==> src/hw/rtl/brpb_pkg.sv <==
// brpb_pkg: shared widths, register indices, sequencer states and divider
// request/response structs for the block row pointer builder.
// No dependencies.
package brpb_pkg;

   localparam int ROW_W     = 32;
   localparam int BLK_W     = 16;
   localparam int CNT_W     = 32;
   localparam int ENTRY_W   = ROW_W + 1;
   localparam int OUT_W     = 32;
   localparam int CSR_IDX_W = 1;
   localparam int CSR_DAT_W = 32;

   localparam int DIV_STEPS = ENTRY_W;
   localparam int DIV_CNT_W = $clog2(DIV_STEPS);

   localparam logic [CSR_IDX_W-1:0] CSR_BLOCK_ROWS    = 1'b0;
   localparam logic [CSR_IDX_W-1:0] CSR_DECLARED_ROWS = 1'b1;

   localparam logic [ENTRY_W-1:0] ENTRY_LIMIT = {1'b0, {OUT_W{1'b1}}};

   typedef enum logic [2:0] {
      ST_IDLE,
      ST_DIV_BLOCK,
      ST_OPEN,
      ST_DIV_ROWS,
      ST_CLOSE
   } state_type;

   typedef struct packed {
      logic               start;
      logic [ENTRY_W-1:0] dividend;
      logic [BLK_W-1:0]   divisor;
   } div_req_type;

   typedef struct packed {
      logic               done;
      logic [ENTRY_W-1:0] quotient;
      logic               rem_nonzero;
   } div_rsp_type;

   function automatic logic [OUT_W-1:0] sat_entry(input logic [ENTRY_W-1:0] v);
      logic [ENTRY_W-1:0] s;
      s = (v > ENTRY_LIMIT) ? ENTRY_LIMIT : v;
      return s[OUT_W-1:0];
   endfunction

endpackage

==> src/hw/rtl/brpb_req_if.sv <==
// brpb_req_if: input channel carrying one nonzero item.
// Depends on brpb_pkg.
interface brpb_req_if import brpb_pkg::*; ();
   logic             valid;
   logic             ready;
   logic [ROW_W-1:0] row_index;
   logic             final_nonzero;

   modport source (output valid, output row_index, output final_nonzero, input ready);
   modport sink   (input valid, input row_index, input final_nonzero, output ready);
endinterface

==> src/hw/rtl/brpb_rsp_if.sv <==
// brpb_rsp_if: result channel carrying one pointer-range item.
// Depends on brpb_pkg.
interface brpb_rsp_if import brpb_pkg::*; ();
   logic             valid;
   logic             ready;
   logic [OUT_W-1:0] first_entry;
   logic [OUT_W-1:0] final_entry;
   logic [CNT_W-1:0] begin_offset;
   logic             array_done;

   modport source (output valid, output first_entry, output final_entry,
                   output begin_offset, output array_done, input ready);
   modport sink   (input valid, input first_entry, input final_entry,
                   input begin_offset, input array_done, output ready);
endinterface

==> src/hw/rtl/block_row_pointer_builder_top.sv <==
// Block row pointer builder: each item passes through the shared 33-step divider, an
// item that opens a range yields a range result, and a final item makes a second pass
// for the closing range. A new item is accepted only once the last one is finished. A
// result sits in an output register; a stalled result holds the sequencer until it is
// taken. Synchronous reset: block_rows and declared_rows to 1, count and next entry to
// zero, no item or result pending.
module block_row_pointer_builder_top import brpb_pkg::*; (
   input  logic                 clock,
   input  logic                 reset,
   brpb_req_if.sink             req_chan,
   brpb_rsp_if.source           rsp_chan,
   input  logic                 csr_we,
   input  logic [CSR_IDX_W-1:0] csr_index,
   input  logic [CSR_DAT_W-1:0] csr_wdata
);

   state_type            state_ff, state_in;
   logic [BLK_W-1:0]     block_rows_ff;
   logic [ROW_W-1:0]     declared_rows_ff;
   logic [CNT_W-1:0]     count_ff, count_in;
   logic [ENTRY_W-1:0]   next_entry_ff, next_entry_in;
   logic [ROW_W-1:0]     row_ff, row_in;
   logic                 last_ff, last_in;
   logic [ENTRY_W-1:0]   blk_ff, blk_in;

   logic                 out_valid_ff, out_valid_in;
   logic [OUT_W-1:0]     out_first_ff, out_first_in;
   logic [OUT_W-1:0]     out_final_ff, out_final_in;
   logic [CNT_W-1:0]     out_offset_ff, out_offset_in;
   logic                 out_done_ff, out_done_in;

   logic [BLK_W-1:0]     block_size;
   logic [ENTRY_W-1:0]   row_plus1;
   logic [ENTRY_W-1:0]   rows;
   logic                 out_free;
   logic                 accept;
   div_req_type          div_req;
   div_rsp_type          div_rsp;

   brpb_div u_div (
      .clock   (clock),
      .reset   (reset),
      .div_req (div_req),
      .div_rsp (div_rsp)
   );

   assign block_size = (block_rows_ff == '0) ? BLK_W'(1) : block_rows_ff;
   assign row_plus1  = {1'b0, row_ff} + ENTRY_W'(1);
   assign rows       = (row_plus1 > {1'b0, declared_rows_ff}) ? row_plus1
                                                               : {1'b0, declared_rows_ff};
   assign out_free   = !out_valid_ff || rsp_chan.ready;
   assign accept     = req_chan.valid && (state_ff == ST_IDLE);

   always_comb begin
      state_in      = state_ff;
      count_in      = count_ff;
      next_entry_in = next_entry_ff;
      row_in        = row_ff;
      last_in       = last_ff;
      blk_in        = blk_ff;
      out_valid_in  = out_valid_ff && !rsp_chan.ready;
      out_first_in  = out_first_ff;
      out_final_in  = out_final_ff;
      out_offset_in = out_offset_ff;
      out_done_in   = out_done_ff;
      div_req.start    = 1'b0;
      div_req.dividend = {1'b0, req_chan.row_index};
      div_req.divisor  = block_size;

      case (state_ff)
         ST_IDLE: begin
            if (accept) begin
               row_in        = req_chan.row_index;
               last_in       = req_chan.final_nonzero;
               div_req.start = 1'b1;
               state_in      = ST_DIV_BLOCK;
            end
         end
         ST_DIV_BLOCK: begin
            if (div_rsp.done) begin
               blk_in = div_rsp.quotient;
               if (div_rsp.quotient >= next_entry_ff) begin
                  state_in = ST_OPEN;
               end else begin
                  count_in = count_ff + 1'b1;
                  if (last_ff) begin
                     div_req.start    = 1'b1;
                     div_req.dividend = rows;
                     state_in         = ST_DIV_ROWS;
                  end else begin
                     state_in = ST_IDLE;
                  end
               end
            end
         end
         ST_OPEN: begin
            if (out_free) begin
               out_valid_in  = 1'b1;
               out_first_in  = sat_entry(next_entry_ff);
               out_final_in  = sat_entry(blk_ff);
               out_offset_in = count_ff;
               out_done_in   = 1'b0;
               next_entry_in = blk_ff + 1'b1;
               count_in      = count_ff + 1'b1;
               if (last_ff) begin
                  div_req.start    = 1'b1;
                  div_req.dividend = rows;
                  state_in         = ST_DIV_ROWS;
               end else begin
                  state_in = ST_IDLE;
               end
            end
         end
         ST_DIV_ROWS: begin
            if (div_rsp.done) begin
               blk_in   = div_rsp.quotient + ENTRY_W'(div_rsp.rem_nonzero);
               state_in = ST_CLOSE;
            end
         end
         ST_CLOSE: begin
            if (out_free) begin
               out_valid_in  = 1'b1;
               out_first_in  = sat_entry(next_entry_ff);
               out_final_in  = sat_entry(blk_ff);
               out_offset_in = count_ff;
               out_done_in   = 1'b1;
               next_entry_in = '0;
               count_in      = '0;
               state_in      = ST_IDLE;
            end
         end
         default: begin
            state_in = ST_IDLE;
         end
      endcase
   end

   always_ff @(posedge clock) begin
      if (reset) begin
         state_ff         <= ST_IDLE;
      end else begin
         state_ff         <= state_in;
      end
   end

   always_ff @(posedge clock) begin
      if (reset) begin
         block_rows_ff    <= BLK_W'(1);
         declared_rows_ff <= ROW_W'(1);
         count_ff         <= '0;
         next_entry_ff    <= '0;
         out_valid_ff     <= 1'b0;
      end else begin
         if (csr_we) begin
            case (csr_index)
               CSR_BLOCK_ROWS:    block_rows_ff    <= csr_wdata[BLK_W-1:0];
               CSR_DECLARED_ROWS: declared_rows_ff <= csr_wdata[ROW_W-1:0];
               default: ;
            endcase
         end
         count_ff      <= count_in;
         next_entry_ff <= next_entry_in;
         out_valid_ff  <= out_valid_in;
      end
      row_ff        <= row_in;
      last_ff       <= last_in;
      blk_ff        <= blk_in;
      out_first_ff  <= out_first_in;
      out_final_ff  <= out_final_in;
      out_offset_ff <= out_offset_in;
      out_done_ff   <= out_done_in;
   end

   assign req_chan.ready        = state_ff == ST_IDLE;
   assign rsp_chan.valid        = out_valid_ff;
   assign rsp_chan.first_entry  = out_first_ff;
   assign rsp_chan.final_entry  = out_final_ff;
   assign rsp_chan.begin_offset = out_offset_ff;
   assign rsp_chan.array_done   = out_done_ff;

endmodule

==> src/hw/rtl/brpb_div.sv <==
// brpb_div: radix-2 restoring divider, one quotient bit per cycle.
// Depends on brpb_pkg (div_req_type, div_rsp_type, widths).
module brpb_div import brpb_pkg::*; (
   input  logic        clock,
   input  logic        reset,
   input  div_req_type div_req,
   output div_rsp_type div_rsp
);

   logic                 busy_ff, busy_in;
   logic                 done_ff, done_in;
   logic [DIV_CNT_W-1:0] cnt_ff, cnt_in;
   logic [ENTRY_W-1:0]   quo_ff, quo_in;
   logic [BLK_W-1:0]     rem_ff, rem_in;
   logic [BLK_W-1:0]     divisor_ff, divisor_in;
   logic [BLK_W:0]       trial;
   logic                 fits;

   assign trial = {rem_ff, quo_ff[ENTRY_W-1]};
   assign fits  = trial >= {1'b0, divisor_ff};

   always_comb begin
      busy_in    = busy_ff;
      done_in    = 1'b0;
      cnt_in     = cnt_ff;
      quo_in     = quo_ff;
      rem_in     = rem_ff;
      divisor_in = divisor_ff;
      if (div_req.start) begin
         busy_in    = 1'b1;
         cnt_in     = DIV_CNT_W'(DIV_STEPS - 1);
         quo_in     = div_req.dividend;
         rem_in     = '0;
         divisor_in = div_req.divisor;
      end else if (busy_ff) begin
         rem_in = fits ? BLK_W'(trial - {1'b0, divisor_ff}) : trial[BLK_W-1:0];
         quo_in = {quo_ff[ENTRY_W-2:0], fits};
         cnt_in = cnt_ff - 1'b1;
         if (cnt_ff == '0) begin
            busy_in = 1'b0;
            done_in = 1'b1;
         end
      end
   end

   always_ff @(posedge clock) begin
      if (reset) begin
         busy_ff <= 1'b0;
         done_ff <= 1'b0;
         cnt_ff  <= '0;
      end else begin
         busy_ff <= busy_in;
         done_ff <= done_in;
         cnt_ff  <= cnt_in;
      end
      quo_ff     <= quo_in;
      rem_ff     <= rem_in;
      divisor_ff <= divisor_in;
   end

   assign div_rsp.done        = done_ff;
   assign div_rsp.quotient    = quo_ff;
   assign div_rsp.rem_nonzero = rem_ff != '0;

endmodule
==> src/flat_wrapper.sv <==
// flat-port wrapper written by rule: the top's interface ports become plain ports
module block_row_pointer_builder_top_flat import brpb_pkg::*;
  (clock, reset, csr_we, csr_index, csr_wdata, req_chan_valid, req_chan_row_index, req_chan_final_nonzero, req_chan_ready, rsp_chan_valid, rsp_chan_first_entry, rsp_chan_final_entry, rsp_chan_begin_offset, rsp_chan_array_done, rsp_chan_ready);
  brpb_req_if req_chan_i ();
  brpb_rsp_if rsp_chan_i ();
  input  logic clock;
  input  logic reset;
  input  logic csr_we;
  input  logic [CSR_IDX_W-1:0] csr_index;
  input  logic [CSR_DAT_W-1:0] csr_wdata;
  input wire logic [$bits(req_chan_i.valid)-1:0] req_chan_valid;
  input wire logic [$bits(req_chan_i.row_index)-1:0] req_chan_row_index;
  input wire logic [$bits(req_chan_i.final_nonzero)-1:0] req_chan_final_nonzero;
  output wire logic [$bits(req_chan_i.ready)-1:0] req_chan_ready;
  output wire logic [$bits(rsp_chan_i.valid)-1:0] rsp_chan_valid;
  output wire logic [$bits(rsp_chan_i.first_entry)-1:0] rsp_chan_first_entry;
  output wire logic [$bits(rsp_chan_i.final_entry)-1:0] rsp_chan_final_entry;
  output wire logic [$bits(rsp_chan_i.begin_offset)-1:0] rsp_chan_begin_offset;
  output wire logic [$bits(rsp_chan_i.array_done)-1:0] rsp_chan_array_done;
  input wire logic [$bits(rsp_chan_i.ready)-1:0] rsp_chan_ready;
  assign req_chan_i.valid = req_chan_valid;
  assign req_chan_i.row_index = req_chan_row_index;
  assign req_chan_i.final_nonzero = req_chan_final_nonzero;
  assign req_chan_ready = req_chan_i.ready;
  assign rsp_chan_valid = rsp_chan_i.valid;
  assign rsp_chan_first_entry = rsp_chan_i.first_entry;
  assign rsp_chan_final_entry = rsp_chan_i.final_entry;
  assign rsp_chan_begin_offset = rsp_chan_i.begin_offset;
  assign rsp_chan_array_done = rsp_chan_i.array_done;
  assign rsp_chan_i.ready = rsp_chan_ready;
  block_row_pointer_builder_top u_core (.clock(clock), .reset(reset), .req_chan(req_chan_i), .rsp_chan(rsp_chan_i), .csr_we(csr_we), .csr_index(csr_index), .csr_wdata(csr_wdata));
endmodule
==> config.mk <==
export PLATFORM = sky130hd
export DESIGN_NAME = block_row_pointer_builder_top_flat
export DESIGN_NICKNAME = d
export VERILOG_FILES = /design/src/hw/rtl/brpb_pkg.sv /design/src/hw/rtl/brpb_req_if.sv /design/src/hw/rtl/brpb_rsp_if.sv /design/src/hw/rtl/block_row_pointer_builder_top.sv /design/src/hw/rtl/brpb_div.sv /design/src/flat_wrapper.sv
export SDC_FILE = /design/constraint.sdc
export NUM_CORES = 1
export LEC_CHECK = 0
export ABC_AREA = 1
export BUFFER_PORTS_ARGS = -buffer_cell sky130_fd_sc_hd__buf_2
export CELL_PAD_IN_SITES_DETAIL_PLACEMENT = 1
export CELL_PAD_IN_SITES_GLOBAL_PLACEMENT = 1
export CORE_MARGIN = 2
export CORE_UTILIZATION = 49
export DETAILED_ROUTE_END_ITERATION = 16
export PLACE_DENSITY_LB_ADDON = 0.1
export SETUP_SLACK_MARGIN = 0.3
export SLEW_MARGIN = 10
export SYNTH_ARGS = -nofsm -noshare
export SYNTH_HDL_FRONTEND = slang
export SYNTH_SLANG_ARGS = --single-unit
==> constraint.sdc <==
create_clock -name clock -period 8.75 [get_ports clock]
set_input_delay 1.75 -clock clock [delete_from_list [all_inputs] [get_ports clock]]
set_output_delay 1.75 -clock clock [all_outputs]
set_load 0.03 [all_outputs]
==> metrics.md <==
| Metric | Value |
|---|---|
| Met1 GRT Util | `0.3717` |
| Critical Path Sink Type | `flop` |
| GRT busiest layer | `met2` |
| Final WS setup | `2.944 ns` |
| Critical path's top delay family | `buffers and inverters` |
| Post-cts repair resize count | `0` |
| Hold_buf cts | `0` |
| Worst EP required | `8.71 ns` |
| RSZ-0062 raised after global routing | `no` |
| Total CTS buffers | `40` |
| Setup bufs post-CTS | `0` |
| Net Sw Frac | `0.3864` |
| WP buf/inv | `4` |
| # DRC | `0` |
| Drt pass-1 iters | `5` |
| Clock root buffer | `clkbuf_16` |
| Ys Warns | `0` |
| CTS tree | `yes` |
| Layout cells sized above 1 | `0.1197` |
| Final HPWL DP | `44,760 microns` |
| Layout area overhead | `13.79%` |
| Slew of the pin with the lowest slew margin | `1.272 ns` |
| Nets | `2,561` |
| Final ANT Viol Nets | `0` |
| H-Tree Depth | `2` |
| Post-Syn Area | `18,920 sq um` |
| Register Area | `9189 sq um` |
| P_sw | `2.451 mW` |
| Seq pwr share | `0.400` |
| Cell depth of the worst setup path | `15` |
| Multi-input logic area | `8379 sq um` |
| Slew margin rel. | `0.1512` |
| Crit path arrival time | `5.77 ns` |
| Final Hold Vio Count | `0` |
| I/O Buffers | `169` |
| Row count | `71` |
| Global Route met3 Usage | `0.03977` |
| Clock share of power | `0.277` |
| Max FO, Critical Path | `62` |
| CP Class | `reg2reg` |
| Pint | `3.893 mW` |
| DR vias | `16.45k` |
| Pre-CTS WS | `2.974 ns` |
| Most frequent CP cell | `nand2_1` |
| Largest stage delay on the critical path | `0.91 ns` |
| Fin Hold WS | `0.4597 ns` |
| Yosys reg bits | `353` |
| Routed wire per std cell | `19.93 microns` |
| Worst r2r path cells | `15` |
| Full die area | `40,200 sq um` |
| DR vias/cell | `5.579` |
| Max clock buf depth | `3` |
| Initial DRC Count | `779` |
| Slew Limit Fails | `0` |
| GRT Residual Overflow | `0` |
| Synth unique cells | `48` |
| Register area share after synthesis | `0.4857` |
| Max Clk Rate | `172.2 MHz` |
| GRT Total Usage | `0.2892` |
| Die height | `200.5 microns` |
| Peak supply drop | `0.1421 mV` |
| Worst-Skew Late Latency | `0.57 ns` |
| Layout Skew | `0.02298 ns` |
| Startpoint types | `flop` |
| R2R setup slack | `2.94 ns` |
| Initial Util | `0.4999` |
| Leakage Power | `8.768 nW` |
| Final core utilization | `0.5689` |
| PwrDens | `294.7 nW/um^2` |
| Post-route design area | `21,530 sq um` |
| Sum Neg Setup Slack | `0 ns` |
| Clk slew on worst S/H paths | `0.06 ns` |
| Core ar. | `37,840 sq um` |
| Io pins | `170` |
| Hold/Removal Path Class | `reg2reg` |
| CP Cell Sequence | `inv_1 -> ha_1 -> nand2_1 -> nor2_1 -> nand2_1 -> nor2_1 -> nand4_1 -> nand4_1 -> nand2_1 -> nand2_1 -> buf_4 -> nand2_2 -> buf_4 -> nor2_4 -> clkinv_1` |
| First-pass GRT wire length | `92,380 microns` |
| Slowest-stage cell, CP | `clkinv_1` |
| Clock sinks | `353` |
| Vias in the first global route | `16.95k` |
| Largest net degree at the start of global routing | `83` |
| Die width | `200.5 microns` |
| Hold depth | `0` |
| Status | `completed` |
| Initial antenna violation count | `7` |
| Post-Syn Nets | `2,428` |
| # setup viols final | `0` |
| Filler cells | `4,606` |
| Area after DPL | `20,130 sq um` |
| Combinational share of power | `0.324` |
| Synth Area per Inst | `8.346 sq um` |
| WL final | `58,780 microns` |
| Max-Cap Viols | `0` |
| Crit share post-route | `0.6635` |
| Post-Synthesis Cells | `2,267` |
| Period minus WS final | `5.806 ns` |
| GPL Wtd Cong | `0.9286` |
| Met2 Use GR | `0.4957` |
[flip-flops by register name, summed over array words and instances (netlist names), 3 cells and up]
register                      count
u_core.blk_ff                    33
u_core.next_entry_ff             33
u_core.u_div.quo_ff              33
u_core.count_ff                  32
u_core.declared_rows_ff          32
u_core.row_ff                    32
u_core.rsp_chan.begin_offset     32
u_core.rsp_chan.final_entry      32
u_core.rsp_chan.first_entry      32
u_core.block_rows_ff             16
u_core.u_div.divisor_ff          16
u_core.u_div.rem_ff              16
u_core.u_div.cnt_ff               6
u_core.state_ff                   3
[worst reg2reg max path, cell delays in order (launching register included)]
cell,delay (ns)
dfxtp_1,0.32
inv_1,0.78
ha_1,0.26
nand2_1,0.08
nor2_1,0.16
nand2_1,0.11
nor2_1,0.16
nand4_1,0.10
nand4_1,0.20
nand2_1,0.73
nand2_1,0.26
buf_4,0.32
nand2_2,0.08
buf_4,0.35
nor2_4,0.35
clkinv_1,0.91
[power by group through the flow]
stage / registers, mW / clock network [mW] / logic (mW)
global route: 2.57 / 1.84 / 2.31
detailed placement: 2.56 / 0 / 2.03
CTS: 2.53 / 1.78 / 2.06
floorplan: 2.57 / 0 / 1.36
global placement: 2.53 / 0 / 1.93
finish: 2.54 / 1.75 / 2.05
[cells by family after synthesis]
family                   share of synthesized area
AND/OR/NAND/NOR                             0.2350
AO/OA/AOI/OAI                               0.1014
buffers and inverters                      0.07347
flip-flops                                  0.4857
XOR/XNOR                                   0.04444
adder cells (fa/ha/maj)                    0.05992
[path summary, 6_finish.rpt]
path,startpoint,endpoint
worst max-delay path,u_core.next_entry_ff[32],u_core.u_div.quo_ff[25]
worst min-delay path,u_core.block_rows_ff[3],u_core.u_div.divisor_ff[3]
worst max register to register,u_core.next_entry_ff[32],u_core.u_div.quo_ff[25]
worst min register to register,u_core.block_rows_ff[3],u_core.u_div.divisor_ff[3]
[cells in the mapped netlist (all sizes together)]
master | instances | area [sq um]
a211oi | 1 | 12.51
a21boi | 2 | 18.77
a21o | 3 | 22.52
a21oi | 206 | 1031
a31oi | 2 | 12.51
a41o | 1 | 10.01
and2 | 1 | 6.260
buf | 25 | 158.9
clkbuf | 66 | 247.7
clkinv | 2 | 7.510
dfxtp | 141 | 2823
edfxtp | 212 | 6366
fa | 1 | 20.02
ha | 89 | 1114
inv | 260 | 975.9
nand2 | 472 | 1792
nand3 | 125 | 645.6
nand3b | 11 | 95.09
nand4 | 73 | 456.7
nor2 | 234 | 925.9
nor3 | 46 | 245.2
nor3b | 2 | 15.01
nor4 | 29 | 187.7
nor4b | 1 | 8.760
o211ai | 4 | 30.03
o21a | 4 | 30.03
o21ai | 143 | 723.2
o21bai | 1 | 7.510
o22ai | 1 | 6.260
o31ai | 2 | 15.01
or2 | 10 | 62.56
or3 | 1 | 6.260
xnor2 | 32 | 280.3
xor2 | 64 | 560.5
[metrics by stage]
stage | instances | power [mW]
finish | 2949 | 6.344
global route | 2949 | 6.724
CTS | 2942 | 6.363
detailed placement | 2869 | 4.586
global placement | 2869 | 4.465
floorplan | 2267 | 3.928
[layer usage]
metal	part of all wire	vias up
li1	-	7901
met3	0.043	103
met5	0	-
met1	0.44	8040
met4	0.036	0
met2	0.48	408
[final cells by class]
class	instances	share of cell area
well taps	511	0.02970
flip-flops and latches	353	0.4268
diodes	7	0.0008137
clock inverters	26	0.01325
repair buffers	182	0.04382
inverters	262	0.04568
clock buffers	47	0.05068
multi-input cells	1561	0.3892
[layout by cell type, fill, tap and decap left out, drive strengths merged, types with 5 or more instances in the layout]
| cell | n |
|---|---|
| a21oi | 206 |
| buf | 182 |
| bufinv | 5 |
| clkbuf | 47 |
| clkinv | 19 |
| dfxtp | 141 |
| diode | 7 |
| edfxtp | 212 |
| ha | 89 |
| inv | 260 |
| nand2 | 472 |
| nand3 | 125 |
| nand3b | 11 |
| nand4 | 73 |
| nor2 | 234 |
| nor3 | 46 |
| nor4 | 29 |
| o21ai | 143 |
| or2 | 10 |
| xnor2 | 32 |
| xor2 | 64 |
Power figures use the tool's default switching activity.
